[config.mk]
export PLATFORM = sky130hd
export DESIGN_NAME = lossless_jpeg_entropy_encoder
export DESIGN_NICKNAME = d
export VERILOG_FILES = /design/src/rtl/ljenc_pkg.sv /design/src/rtl/ljenc_ram.sv /design/src/rtl/ljenc_packer.sv /design/src/rtl/lossless_jpeg_entropy_encoder.sv
export SDC_FILE = /design/constraint.sdc
export NUM_CORES = 2
export LEC_CHECK = 0
export BUFFER_PORTS_ARGS = -buffer_cell sky130_fd_sc_hd__buf_4
export CORE_MARGIN = 2
export CORE_UTILIZATION = 55
export CTS_CLUSTER_DIAMETER = 200
export DETAILED_ROUTE_END_ITERATION = 6
export PLACE_DENSITY = 0.7
export SLEW_MARGIN = 20
export SYNTH_ARGS = -nofsm -noshare
export SYNTH_HDL_FRONTEND = slang
export SYNTH_HIERARCHICAL = 1
export SYNTH_SLANG_ARGS = --single-unit
[constraint.sdc]
create_clock -name aclk -period 7.78 [get_ports aclk]
set_input_delay 0.778 -clock aclk [delete_from_list [all_inputs] [get_ports aclk]]
set_output_delay 0.778 -clock aclk [all_outputs]
set_load 0.02 [all_outputs]
[src/rtl/ljenc_pkg.sv]
// ============================================================================
// ljenc_pkg
// Shared constants, types and helper functions for the lossless JPEG
// entropy encoder (predictor 1, one Huffman table per component).
// ============================================================================
`default_nettype none

package ljenc_pkg;

    // Sizes of the coding problem.
    localparam int MAX_COMPONENTS  = 4;
    localparam int NUM_CATEGORIES  = 17;
    localparam int MAX_CODE_LENGTH = 16;
    localparam int TABLE_DEPTH     = MAX_COMPONENTS * NUM_CATEGORIES;
    localparam int TABLE_AW        = $clog2(TABLE_DEPTH);
    localparam int ENTRY_W         = 21;

    // Request kinds carried in s_tuser.
    localparam logic [1:0] FUNC_SAMPLE = 2'd0;
    localparam logic [1:0] FUNC_TABLE  = 2'd1;
    localparam logic [1:0] FUNC_FLUSH  = 2'd2;

    // Configuration register indexes (paddr[2]).
    localparam logic REG_LINE_WIDTH      = 1'b0;
    localparam logic REG_COMPONENT_COUNT = 1'b1;

    // Fixed values of the format.
    localparam logic [15:0] PRED_FRAME_START = 16'h8000;
    localparam logic [15:0] DIFF_MIN         = 16'h8000;
    localparam logic [7:0]  MARKER_BYTE      = 8'hFF;
    localparam logic [7:0]  STUFF_BYTE       = 8'h00;
    localparam logic [4:0]  CAT_MAX          = 5'd16;
    localparam logic [4:0]  CODE_LEN_MAX     = 5'd16;

    // Bits handed from the table lookup stage to the bit packer.
    typedef struct packed {
        logic [15:0] code;
        logic [4:0]  code_len;
        logic [15:0] extra;
        logic [4:0]  extra_len;
        logic        flush;
    } pack_req_t;

    // SSSS category of a 16-bit difference taken modulo 2^16.
    function automatic logic [4:0] category_of(input logic [15:0] d);
        logic [15:0] m;
        logic [4:0]  s;
        m = d[15] ? (~d + 16'd1) : d;
        s = 5'd0;
        for (int i = 0; i < 16; i++) begin
            if (m[i]) begin
                s = 5'(i + 1);
            end
        end
        if (d == DIFF_MIN) begin
            s = CAT_MAX;
        end
        return s;
    endfunction

    // Table address of a component and category: comp * 17 + sym.
    function automatic logic [TABLE_AW-1:0] tab_addr(input logic [1:0] comp,
                                                     input logic [4:0] sym);
        logic [TABLE_AW:0] a;
        a = {comp, 4'b0000} + {5'b00000, comp} + {2'b00, sym};
        return a[TABLE_AW-1:0];
    endfunction

    // Mask of the low len bits of a 16-bit word (len 16 gives all ones).
    function automatic logic [15:0] low_mask16(input logic [4:0] len);
        return ~(16'hFFFF << len);
    endfunction

endpackage

`default_nettype wire

[src/rtl/ljenc_ram.sv]
// ============================================================================
// ljenc_ram
// Generic simple dual-port RAM: one write port, one read port with a
// registered read that updates only when a read is enabled.
// ============================================================================
`default_nettype none

module ljenc_ram #(
    parameter int WIDTH = 8,
    parameter int DEPTH = 16
) (
    input  wire logic                     aclk,
    input  wire logic                     we,
    input  wire logic [$clog2(DEPTH)-1:0] waddr,
    input  wire logic [WIDTH-1:0]         wdata,
    input  wire logic                     re,
    input  wire logic [$clog2(DEPTH)-1:0] raddr,
    output logic      [WIDTH-1:0]         rdata
);

    logic [WIDTH-1:0] mem_reg [DEPTH];

    // Write port and registered read port.
    always_ff @(posedge aclk) begin
        if (we) begin
            mem_reg[waddr] <= wdata;
        end
        if (re) begin
            rdata <= mem_reg[raddr];
        end
    end

endmodule

`default_nettype wire

[src/rtl/ljenc_packer.sv]
// ============================================================================
// ljenc_packer
// Bit packer and byte output stage: merges code and extra bits with the
// pending partial byte, emits whole bytes MSB first, and inserts a zero
// byte after every 0xFF.
// ============================================================================
`default_nettype none

module ljenc_packer (
    input  wire logic                aclk,
    input  wire logic                aresetn,
    input  wire logic                req_valid,
    input  wire ljenc_pkg::pack_req_t req,
    output logic                     req_ready,
    output logic                     m_tvalid,
    input  wire logic                m_tready,
    output logic [7:0]               m_tdata,   // out_byte [7:0]
    output logic                     m_tlast
);

    // Pending partial byte.
    logic [6:0] pend_bits_reg;
    logic [2:0] pend_count_reg;

    // Byte group waiting on the output.
    logic       ob_valid_reg;
    logic [7:0] ob_bytes_reg [4];
    logic [2:0] ob_count_reg;
    logic [1:0] ob_idx_reg;
    logic       ob_stuff_reg;

    logic [3:0]  pad_len;
    logic [4:0]  x_len;
    logic [15:0] x_bits;
    logic [15:0] code_m;
    logic [15:0] x_m;
    logic [5:0]  sh_total;
    logic [5:0]  n_bits;
    logic [39:0] acc;
    logic [39:0] aligned;
    logic [2:0]  n_bytes;
    logic [6:0]  pend_bits_next;
    logic [7:0]  new_bytes [4];

    logic [7:0]  cur_byte;
    logic [1:0]  last_idx;
    logic        on_marker;
    logic        final_byte;
    logic        out_take;
    logic        req_take;

    // Merge the new bits below the pending ones and left-align the result.
    always_comb begin
        pad_len  = (pend_count_reg == 3'd0) ? 4'd0 : (4'd8 - {1'b0, pend_count_reg});
        x_len    = req.flush ? {1'b0, pad_len} : req.extra_len;
        x_bits   = req.flush ? 16'hFFFF : req.extra;
        code_m   = req.code & ljenc_pkg::low_mask16(req.code_len);
        x_m      = x_bits & ljenc_pkg::low_mask16(x_len);
        sh_total = {1'b0, req.code_len} + {1'b0, x_len};
        acc      = ({33'd0, pend_bits_reg} << sh_total)
                 | ({24'd0, code_m} << x_len)
                 | {24'd0, x_m};
        n_bits   = {3'b000, pend_count_reg} + sh_total;
        aligned  = acc << (6'd40 - n_bits);
        n_bytes  = n_bits[5:3];
        pend_bits_next = acc[6:0] & ~(7'h7F << n_bits[2:0]);
        for (int k = 0; k < 4; k++) begin
            new_bytes[k] = aligned[(39 - 8 * k) -: 8];
        end
    end

    // Output byte selection, stuffing and end-of-request detection.
    always_comb begin
        cur_byte   = ob_bytes_reg[ob_idx_reg];
        last_idx   = ob_count_reg[1:0] - 2'd1;
        on_marker  = !ob_stuff_reg && (cur_byte == ljenc_pkg::MARKER_BYTE);
        final_byte = (ob_idx_reg == last_idx) && !on_marker;
        m_tvalid   = ob_valid_reg;
        m_tdata    = ob_stuff_reg ? ljenc_pkg::STUFF_BYTE : cur_byte;
        m_tlast    = final_byte;
        out_take   = ob_valid_reg && m_tready;
        req_ready  = !ob_valid_reg || (out_take && final_byte);
        req_take   = req_valid && req_ready;
    end

    // Control state of the packer and the output stage.
    always_ff @(posedge aclk) begin
        if (!aresetn) begin
            pend_bits_reg  <= 7'd0;
            pend_count_reg <= 3'd0;
            ob_valid_reg   <= 1'b0;
            ob_idx_reg     <= 2'd0;
            ob_stuff_reg   <= 1'b0;
            ob_count_reg   <= 3'd1;
        end else if (req_take) begin
            pend_bits_reg  <= pend_bits_next;
            pend_count_reg <= n_bits[2:0];
            ob_valid_reg   <= (n_bytes != 3'd0);
            ob_idx_reg     <= 2'd0;
            ob_stuff_reg   <= 1'b0;
            ob_count_reg   <= n_bytes;
        end else if (out_take) begin
            if (on_marker) begin
                ob_stuff_reg <= 1'b1;
            end else if (final_byte) begin
                ob_valid_reg <= 1'b0;
            end else begin
                ob_idx_reg   <= ob_idx_reg + 2'd1;
                ob_stuff_reg <= 1'b0;
            end
        end
    end

    // Byte payload of a new group.
    always_ff @(posedge aclk) begin
        if (req_take) begin
            for (int k = 0; k < 4; k++) begin
                ob_bytes_reg[k] <= new_bytes[k];
            end
        end
    end

endmodule

`default_nettype wire

[src/rtl/lossless_jpeg_entropy_encoder.sv]
// Path: an accepted request is registered in the lookup stage with its table
// read, then the packer registers its bytes as the output group on m_tdata.
// Throughput: one request per cycle while the output keeps up; a sample
// yields up to eight bytes with stuffing, and the packer takes no new request
// until the last byte of its group is taken, so the byte port sets the rate.
// Reset: synchronous, active low; code table contents are not cleared.
// ============================================================================
// lossless_jpeg_entropy_encoder
// Lossless JPEG predictor-1 difference coder with per-component Huffman
// tables, byte packing and zero stuffing after 0xFF.
// ============================================================================
`default_nettype none

module lossless_jpeg_entropy_encoder (
    input  wire logic        aclk,
    input  wire logic        aresetn,
    // Configuration port
    input  wire logic        psel,
    input  wire logic        penable,
    input  wire logic        pwrite,
    input  wire logic [2:0]  paddr,
    input  wire logic [31:0] pwdata,
    output logic      [31:0] prdata,
    output logic             pready,
    // Input requests
    input  wire logic        s_tvalid,
    output logic             s_tready,
    // sample_value [15:0], table_component [17:16], table_symbol [22:18],
    // table_code [38:23], table_length [43:39], zero [47:44]
    input  wire logic [47:0] s_tdata,
    input  wire logic [1:0]  s_tuser,   // func [1:0]
    // Output bytes
    output logic             m_tvalid,
    input  wire logic        m_tready,
    output logic      [7:0]  m_tdata,   // out_byte [7:0]
    output logic             m_tlast
);

    // Configuration registers.
    logic [15:0] line_width_reg;
    logic [2:0]  component_count_reg;

    // Scan position and prediction state.
    logic [15:0] left_reg       [ljenc_pkg::MAX_COMPONENTS];
    logic [15:0] line_first_reg [ljenc_pkg::MAX_COMPONENTS];
    logic [15:0] column_reg;
    logic [1:0]  comp_reg;
    logic        first_row_reg;

    // Lookup stage.
    logic        p1_valid_reg;
    logic [1:0]  p1_func_reg;
    logic [4:0]  p1_cat_reg;
    logic [15:0] p1_diff_reg;

    logic [1:0]  in_func;
    logic [15:0] in_sample;
    logic [1:0]  in_comp;
    logic [4:0]  in_sym;
    logic [15:0] in_code;
    logic [4:0]  in_len;
    logic        s_accept;

    logic [15:0] pred;
    logic [15:0] diff;
    logic [4:0]  cat;
    logic [2:0]  eff_count;
    logic [15:0] eff_width;
    logic [1:0]  comp_inc;
    logic [15:0] col_inc;
    logic        comp_wrap;
    logic        col_wrap;
    logic [1:0]  comp_next;
    logic [15:0] column_next;
    logic        first_row_next;

    logic                               tab_we;
    logic [ljenc_pkg::TABLE_AW-1:0]     tab_waddr;
    logic [ljenc_pkg::ENTRY_W-1:0]      tab_wdata;
    logic                               tab_re;
    logic [ljenc_pkg::TABLE_AW-1:0]     tab_raddr;
    logic [ljenc_pkg::ENTRY_W-1:0]      tab_rdata;

    ljenc_pkg::pack_req_t pk_req;
    logic                 pk_ready;
    logic [4:0]           ent_len;

    // Input field unpacking.
    assign in_func   = s_tuser;
    assign in_sample = s_tdata[15:0];
    assign in_comp   = s_tdata[17:16];
    assign in_sym    = s_tdata[22:18];
    assign in_code   = s_tdata[38:23];
    assign in_len    = s_tdata[43:39];

    assign s_tready = !p1_valid_reg || pk_ready;
    assign s_accept = s_tvalid && s_tready;

    // Register writes and reads.
    assign pready = 1'b1;

    always_comb begin
        case (paddr[2])
            ljenc_pkg::REG_LINE_WIDTH:      prdata = {16'd0, line_width_reg};
            ljenc_pkg::REG_COMPONENT_COUNT: prdata = {29'd0, component_count_reg};
            default:                        prdata = 32'd0;
        endcase
    end

    always_ff @(posedge aclk) begin
        if (!aresetn) begin
            line_width_reg      <= 16'd1;
            component_count_reg <= 3'd1;
        end else if (psel && penable && pwrite && pready) begin
            case (paddr[2])
                ljenc_pkg::REG_LINE_WIDTH:      line_width_reg      <= pwdata[15:0];
                ljenc_pkg::REG_COMPONENT_COUNT: component_count_reg <= pwdata[2:0];
                default: ;
            endcase
        end
    end

    // Prediction, difference, category and the next scan position.
    always_comb begin
        if (column_reg == 16'd0) begin
            pred = first_row_reg ? ljenc_pkg::PRED_FRAME_START : line_first_reg[comp_reg];
        end else begin
            pred = left_reg[comp_reg];
        end
        diff = in_sample - pred;
        cat  = ljenc_pkg::category_of(diff);

        if (component_count_reg == 3'd0) begin
            eff_count = 3'd1;
        end else if (component_count_reg > 3'(ljenc_pkg::MAX_COMPONENTS)) begin
            eff_count = 3'(ljenc_pkg::MAX_COMPONENTS);
        end else begin
            eff_count = component_count_reg;
        end
        eff_width = (line_width_reg == 16'd0) ? 16'd1 : line_width_reg;

        comp_inc  = comp_reg + 2'd1;
        col_inc   = column_reg + 16'd1;
        comp_wrap = ({1'b0, comp_inc} >= eff_count) || (comp_inc == 2'd0);
        col_wrap  = (col_inc >= eff_width) || (col_inc == 16'd0);

        comp_next      = comp_reg;
        column_next    = column_reg;
        first_row_next = first_row_reg;
        case (in_func)
            ljenc_pkg::FUNC_SAMPLE: begin
                if (comp_wrap) begin
                    comp_next = 2'd0;
                    if (col_wrap) begin
                        column_next    = 16'd0;
                        first_row_next = 1'b0;
                    end else begin
                        column_next = col_inc;
                    end
                end else begin
                    comp_next = comp_inc;
                end
            end
            ljenc_pkg::FUNC_FLUSH: begin
                comp_next      = 2'd0;
                column_next    = 16'd0;
                first_row_next = 1'b1;
            end
            default: ;
        endcase
    end

    // Scan position state.
    always_ff @(posedge aclk) begin
        if (!aresetn) begin
            column_reg    <= 16'd0;
            comp_reg      <= 2'd0;
            first_row_reg <= 1'b1;
            for (int i = 0; i < ljenc_pkg::MAX_COMPONENTS; i++) begin
                left_reg[i]       <= 16'd0;
                line_first_reg[i] <= 16'd0;
            end
        end else if (s_accept) begin
            column_reg    <= column_next;
            comp_reg      <= comp_next;
            first_row_reg <= first_row_next;
            if (in_func == ljenc_pkg::FUNC_SAMPLE) begin
                left_reg[comp_reg] <= in_sample;
                if (column_reg == 16'd0) begin
                    line_first_reg[comp_reg] <= in_sample;
                end
            end
        end
    end

    // Lookup stage register, loaded alongside the table read.
    always_ff @(posedge aclk) begin
        if (!aresetn) begin
            p1_valid_reg <= 1'b0;
        end else if (s_accept) begin
            p1_valid_reg <= 1'b1;
        end else if (pk_ready) begin
            p1_valid_reg <= 1'b0;
        end
    end

    always_ff @(posedge aclk) begin
        if (s_accept) begin
            p1_func_reg <= in_func;
            p1_cat_reg  <= cat;
            p1_diff_reg <= diff;
        end
    end

    // Code table: written by table requests, read by sample requests.
    assign tab_we    = s_accept && (in_func == ljenc_pkg::FUNC_TABLE)
                     && (in_sym <= ljenc_pkg::CAT_MAX) && (in_len <= ljenc_pkg::CODE_LEN_MAX);
    assign tab_waddr = ljenc_pkg::tab_addr(in_comp, in_sym);
    assign tab_wdata = {in_len, in_code};
    assign tab_re    = s_accept && (in_func == ljenc_pkg::FUNC_SAMPLE);
    assign tab_raddr = ljenc_pkg::tab_addr(comp_reg, cat);

    ljenc_ram #(
        .WIDTH (ljenc_pkg::ENTRY_W),
        .DEPTH (ljenc_pkg::TABLE_DEPTH)
    ) u_code_table (
        .aclk  (aclk),
        .we    (tab_we),
        .waddr (tab_waddr),
        .wdata (tab_wdata),
        .re    (tab_re),
        .raddr (tab_raddr),
        .rdata (tab_rdata)
    );

    // Build the packer request from the looked-up code and the difference.
    always_comb begin
        ent_len = tab_rdata[20:16];
        if (ent_len > ljenc_pkg::CODE_LEN_MAX) begin
            ent_len = ljenc_pkg::CODE_LEN_MAX;
        end
        pk_req.code      = tab_rdata[15:0];
        pk_req.code_len  = 5'd0;
        pk_req.extra     = p1_diff_reg[15] ? (p1_diff_reg - 16'd1) : p1_diff_reg;
        pk_req.extra_len = 5'd0;
        pk_req.flush     = 1'b0;
        case (p1_func_reg)
            ljenc_pkg::FUNC_SAMPLE: begin
                pk_req.code_len = ent_len;
                if ((p1_cat_reg != 5'd0) && (p1_cat_reg != ljenc_pkg::CAT_MAX)) begin
                    pk_req.extra_len = p1_cat_reg;
                end
            end
            ljenc_pkg::FUNC_FLUSH: begin
                pk_req.flush = 1'b1;
            end
            default: ;
        endcase
    end

    ljenc_packer u_packer (
        .aclk      (aclk),
        .aresetn   (aresetn),
        .req_valid (p1_valid_reg),
        .req       (pk_req),
        .req_ready (pk_ready),
        .m_tvalid  (m_tvalid),
        .m_tready  (m_tready),
        .m_tdata   (m_tdata),
        .m_tlast   (m_tlast)
    );

endmodule

`default_nettype wire
Word level (Yosys, flattened, before mapping)
Memory sizes are Yosys's and may differ from the RTL's. A register that Yosys moved wholly into a read port is not among the register bits.
Cells that the tools add are included.
{ "totals": {"inputBits": 92, "mem_bits_rw": 1588, "register_bits": 78, "mem_count": 4, "output_inout_bits": 44, "word_cells": 192} }
{ "memory_table": {"columns": ["name", "words", "word_bits", "read_ports", "rd_clocked_by_memory_dff", "wr", "line", "text"], "rows": [
  ["u_code_table.mem_reg", 68, 21, 1, 1, 1, "ljenc_ram.sv:21", "logic [WIDTH-1:0] mem_reg [DEPTH];"],
  ["left_reg", 4, 16, 1, 1, 4, "lossless_jpeg_entropy_encoder.sv:44", "logic [15:0] left_reg [ljenc_pkg::MAX_COMPONENTS];"],
  ["line_first_reg", 4, 16, 1, 1, 4, "lossless_jpeg_entropy_encoder.sv:45", "logic [15:0] line_first_reg [ljenc_pkg::MAX_COMPONENTS];"],
  ["u_packer.ob_bytes_reg", 4, 8, 1, 1, 4, "ljenc_packer.sv:27", "logic [7:0] ob_bytes_reg [4];"]
]} }
{ "classes": {"shift": 6, "n_mux": 76, "n_lt_le_gt_ge": 6, "reduce_logical": 46, "n_addsub": 15, "n_bitwise": 13, "n_eq_ne": 11} }
{ "ops": {"columns": ["cell", "count"], "rows": [
  ["$mux 16", 10],
  ["$mux 5", 21],
  ["$pmux 32 s2", 1],
  ["$logic_not 16->1", 3],
  ["$not 16->16", 3],
  ["$or 40x16->40", 1],
  ["$or 40x40->40", 1],
  ["$shl 16x5->40", 1],
  ["$shl 40x6->40", 1],
  ["$shl 7x6->40", 1],
  ["$add 16x1->16 const B", 2],
  ["$and 16x16->16", 2],
  ["$pmux 16 s2", 1],
  ["$reduce_or 16->1", 2],
  ["$shl 16x5->16 const A", 2],
  ["$mux 1", 28],
  ["$mux 2", 9],
  ["$eq 16x16->1 const B", 1],
  ["$ge 16x16->1", 1],
  ["$sub 16x1->16 const B", 1],
  ["$sub 16x16->16", 1],
  ["$add 6x2->7", 2],
  ["$add 7x5->7", 2],
  ["$logic_and 1x1->1", 13],
  ["other kinds (37)", 63]
]} }

Depth between registers and ports, before layout
{ "depth": {"ltp_word": 24, "depth_mapped": 35, "ltp_nobuf": 31} }

By module
The synthesis kept the hierarchy.
{ "modules_own_cells": {"columns": ["mod", "cells_each", "n_inst", "area_per_inst_um2", "seq_area_each_um2"], "rows": [
  ["ljenc_ram", 2753, 1, 55746.0, 43511.7],
  ["lossless_jpeg_entropy_encoder", 1111, 1, 11651.2, 5355.1],
  ["ljenc_packer", 1158, 1, 8827.2, 1321.3]
]} }

Least setup slack after synthesis
No wires, ideal clock.
{ "synth_timing": {"path_type": "register to register", "startpoint": "reg (tool-made name)", "endpoint": "reg u_code_table.rdata[10], read port of u_code_table.mem_reg, data pin", "path_stages_with_launch": 30, "period_less_slack_ps": 7092, "arrival_ps": 6830, "path_slack_ps": 688, "setup_time_ps": 262, "t_required_ps": 7518, "path_buffers": 6, "cell_sequence": "dfxtp_1 buf_6 clkbuf_1 buf_1 mux4_2 a21oi_1 fa_1 inv_1 ha_1 nand2_1 a21oi_1 nand3_1 or3_1 nand2_1 xnor2_1 o211ai_1 and2_1 o32ai_1 a31oi_1 ha_1 fa_1 xor2_1 buf_4 buf_2 buf_2 mux4_2 o22ai_1 nor2_1 o221ai_1 o21ai_1"} }
{ "synth_lines": {"columns": ["item", "line", "text"], "rows": [
  ["end: declaration", "ljenc_ram.sv:18", "output logic [WIDTH-1:0] rdata"]
]} }

Worst setup path in the final report
{ "layout_timing": {"startpoint": "reg column_reg[0]", "endpoint": "reg u_code_table.rdata[18], read port of u_code_table.mem_reg, data pin"} }
{ "layout_between": {"elab_chain_cells": 24, "elab_cells_between_ends": 25, "classes_between": "add/sub: 3; eq/ne: 1; mux: 19; bitwise: 1; reduce/logical: 1"} }
{ "layout_lines": {"columns": ["item", "line", "text"], "rows": [
  ["start: declaration", "lossless_jpeg_entropy_encoder.sv:46", "logic [15:0] column_reg;"],
  ["start signal: assignment", "lossless_jpeg_entropy_encoder.sv:184", "column_reg <= column_next;"],
  ["$logic_not 16->1 (*)", "lossless_jpeg_entropy_encoder.sv:125", "if (column_reg == 16'd0) begin"],
  ["$mux 16 (*)", "lossless_jpeg_entropy_encoder.sv:125", null],
  ["$sub 16x16->16 (*)", "lossless_jpeg_entropy_encoder.sv:130", "diff = in_sample - pred;"],
  ["$not 16->16", "ljenc_pkg.sv:48", "m = d[15] ? (~d + 16'd1) : d;"],
  ["$add 16x1->16", "ljenc_pkg.sv:48", null],
  ["$mux 16", "ljenc_pkg.sv:48", null],
  ["$mux 1", "ljenc_pkg.sv:51", "if (m[i]) begin"],
  ["$mux 5 (15 in series)", "ljenc_pkg.sv:51", null],
  ["$mux 5 (*)", "ljenc_pkg.sv:55", "if (d == DIFF_MIN) begin"],
  ["named net cat[0]", "lossless_jpeg_entropy_encoder.sv:66", "logic [4:0] cat;"],
  ["$add 7x5->7 (*)", "ljenc_pkg.sv:65", "a = {comp, 4'b0000} + {5'b00000, comp} + {2'b00, sym};"],
  ["named net tab_raddr, one bit", "lossless_jpeg_entropy_encoder.sv:81", "logic [ljenc_pkg::TABLE_AW-1:0] tab_raddr;"]
]} }
Mark *: on every way through the listed nets, which the timed path passes. The rest lies on a longest branch.
A chain may end at the register's enable or synchronous reset.

==> results.md <==
- Status: complete, no violations
- Initial antenna violation count: 5
- TritonCTS Buffers: 167
- Yosys cell types: 128
- Clock power frac: 0.348
- Worst Path Arrival: 8.11 ns
- Hold Crit Depth: 3
- Yosys top cell by area: edfxtp_1
- VDD IR max: 0.272 mV
- Top_reg_cell synth: edfxtp_1
- WP buf/inv: 7
- Via/cell ratio: 6.50
- Leakage: 30.6 nW
- Clock Skew: 0.0672 ns
- WS Path Type: reg -> reg
- Design area: 0.0864 mm2
- Setup tns final: 0 ns
- Vias in the first global route: 45700
- Final wirelength: 203000 um
- Number of flops mapped to enable cells by yosys: 1632
- Top-level I/O count: 136
- Die height: 376 um
- Top cells by instance count after synthesis: edfxtp_1, nor2_1, mux2i_1
- Final design utilization: 0.628
- Post-synth ARST share: 0
- Rel. slew slack: 0.270
- Area contributors post-synth: edfxtp_1, mux4_2, mux2i_1
- Synthesis-to-finish area growth: 13.3%
- Inst Count DP: 6951
- Kind of end point of the critical path: flip-flop
- DR iter-0 viols: 6005
- Max reg flops: 1428
- Max Cap Viol: 0
- Post-synth top area share: 0.643
- Critical Path Stages: 32
- Largest net degree at the start of global routing: 70
- Tcrit/Tclk final: 0.957
- Routing usage on met3: 0.0414
- Core region area: 0.137 mm2
- Pwr dens: 265 mW/mm2
- Layout cell share with drive strength beyond 1: 0.208
- Worst hold path type: in -> reg
- CP Launch Type: flip-flop
- Psw: 0.00642 W
- Fmax: 134 MHz
- Starting Density: 0.554
- Area of the die: 0.142 mm2
- # DRC: 0
- Part of the power in registers: 0.443
- FF+latch count, synth: 1691
- Root buf cell: clkbuf_16
- HPWL after detailed placement: 127000 um
- Die outline width: 376 um
- Min Tclk post-route: 7.44 ns
- Clock transition at path regs: 0.07 ns
- Post-DP Area: 0.0808 mm2
- Top Usage Layer GRT: met2
- Slowest-stage cell, CP: a2111oi_1
- Register Area: 0.0502 mm2
- Global-route wire length before repair: 299000 um
- Number of cell rows: 136
- Average size of a mapped cell: 15.2 um2
- Slew Limit Fails: 0
- Clock sinks: 1691
- Final-report hold violation count: 0
- Hold Slack: 0.197 ns
- Met2 usage: 0.460
- Count leader, synth: edfxtp_1
- R2R cell count: 32
- GR Layer Usage met1: 0.403
- Nets: 5486
- Gate power share: 0.209
- Gate Count Post-Synth: 5022
- Placer congestion estimate: 0.971
- Wire per inst: 28.0 um
- Delay-heaviest family, CP: compound AO/OA/AOI/OAI gates
- Mapped cell area: 0.0762 mm2
- Final setup vio count: 0
- CP required: 8.44 ns
- Final cell count without fillers: 7257
- Pint: 0.0165 W
- Overall routing resource usage: 0.285
- Worst Tran Pin Value: 1.09 ns
- Clk buf depth: 3
- Drt pass-1 iters: 6
- Max H-tree Level: 4
- Critical-path maximum fanout: 36
- ANT nets after route: 0
- Sequential-to-total area share from yosys stat: 0.658
- Vias post-DR: 47200
- Most frequent CP cell: buf_4
- Yosys warning count: 6
- IO buf count: 96
- Worst skew pair latency: 0.82 ns
- TritonCTS clock tree: yes
- Global route total overflow: 0
- Fill cells: 9963
- Area of the multi-input gates: 0.0244 mm2
- Worst path max stage delay: 0.64 ns
- Sw Ratio: 0.281
-- power by group through the flow --
stage | Combinational [W] | Sequential, W | Clock, W
after floorplan | 0.00305 | 0.0103 | 0
after global placement | 0.00462 | 0.0103 | 0
after detailed placement | 0.00465 | 0.0103 | 0
after CTS | 0.00468 | 0.0102 | 0.00808
after global routing | 0.00504 | 0.0102 | 0.00844
final | 0.00478 | 0.0102 | 0.00796
-- logic make-up (layout without fill, tap and decap cells) --
kind of cell	after synthesis	after routing	share of synthesized area
AOI/OAI and AO/OA	996	996	0.0954
xor gates and xnor gates	61	61	0.00790
adders and majority gates	64	64	0.0109
buffers and inverters	408	830	0.0275
DFF	1691	1691	0.658
muxes	645	645	0.126
other	2	21	0.0000985
and+or+nand+nor	1155	1155	0.0741
-- routing by layer --
layer / vias up / part of all wire / wire (um)
li1: 20600 / - / -
met4: 4 / 0.030 / 6180
met5: - / 0.00013 / 27
met2: 2303 / 0.48 / 98100
met1: 23900 / 0.40 / 81900
met3: 369 / 0.082 / 16700
-- repair_timing --
item | 4_1_cts | 5_1_grt
endpoints found under the setup margin | 1 | 21
hold buffers | 0 | 0
cloned | 0 | 2
pin swaps | 0 | 3
setup buffers | 0 | 2
gates resized for setup | 1 | 34
-- worst paths after layout --
| kind | from | to | slack (ns) |
|---|---|---|---|
| max | column_reg[0]$_SDFFE_PN0P_ | u_code_table/rdata[18]$_DFFE_PP_ | 0.34 |
| min | pwdata[0] | line_width_reg[0]$_SDFFE_PN1P_ | 0.20 |
| max reg2reg | column_reg[0]$_SDFFE_PN0P_ | u_code_table/rdata[18]$_DFFE_PP_ | 0.34 |
| min reg2reg | u_packer/pend_bits_reg[3]$_SDFFE_PN0P_ | u_packer/pend_bits_reg[3]$_SDFFE_PN0P_ | 0.48 |
-- worst min-delay path, cell delays in order --
cell     delay (ns)
buf_4          0.09
nand2_1        0.04
nand3_1        0.06
-- area by class of cell --
type | instances | share of cell area
inverters | 95 | 0.00413
repair buffers | 437 | 0.0436
well taps | 1794 | 0.0260
clock inverters | 101 | 0.0125
diodes | 4 | 0.000116
flip-flops and latches | 1691 | 0.581
multi-input cells | 2938 | 0.283
clock buffers | 197 | 0.0499
-- placed cells by master (no fill, tap or decap), types with 30 or more instances in the layout --
master     count
o221ai_1      31
and3_1        52
a22oi_1       64
nand2_1      233
a21oi_1      142
o21ai_0      104
clkinv_1      45
ha_1          58
mux2i_1      369
a21o_1        30
nor2_2        66
a211oi_1      63
edfxtp_1    1632
mux4_2       246
buf_4        401
inv_1         81
o21ai_1       36
o22ai_1       92
nor2b_1       60
nand3_1       84
and2_1        96
a221oi_1      53
clkbuf_16    170
dfxtp_1       58
o211ai_1      51
nor3_1        77
nor2_1       308
a31oi_1       37
-- per-stage QoR --
step / total power [W] / setup WS [ns]
floorplan: 0.0134 / 0.688
global placement: 0.0150 / 0.0734
detailed placement: 0.0150 / -0.0591
CTS: 0.0229 / 0.00285
global route: 0.0236 / -0.00374
finish: 0.0229 / 0.336
Note: power is estimated with default switching activity, not from simulation.
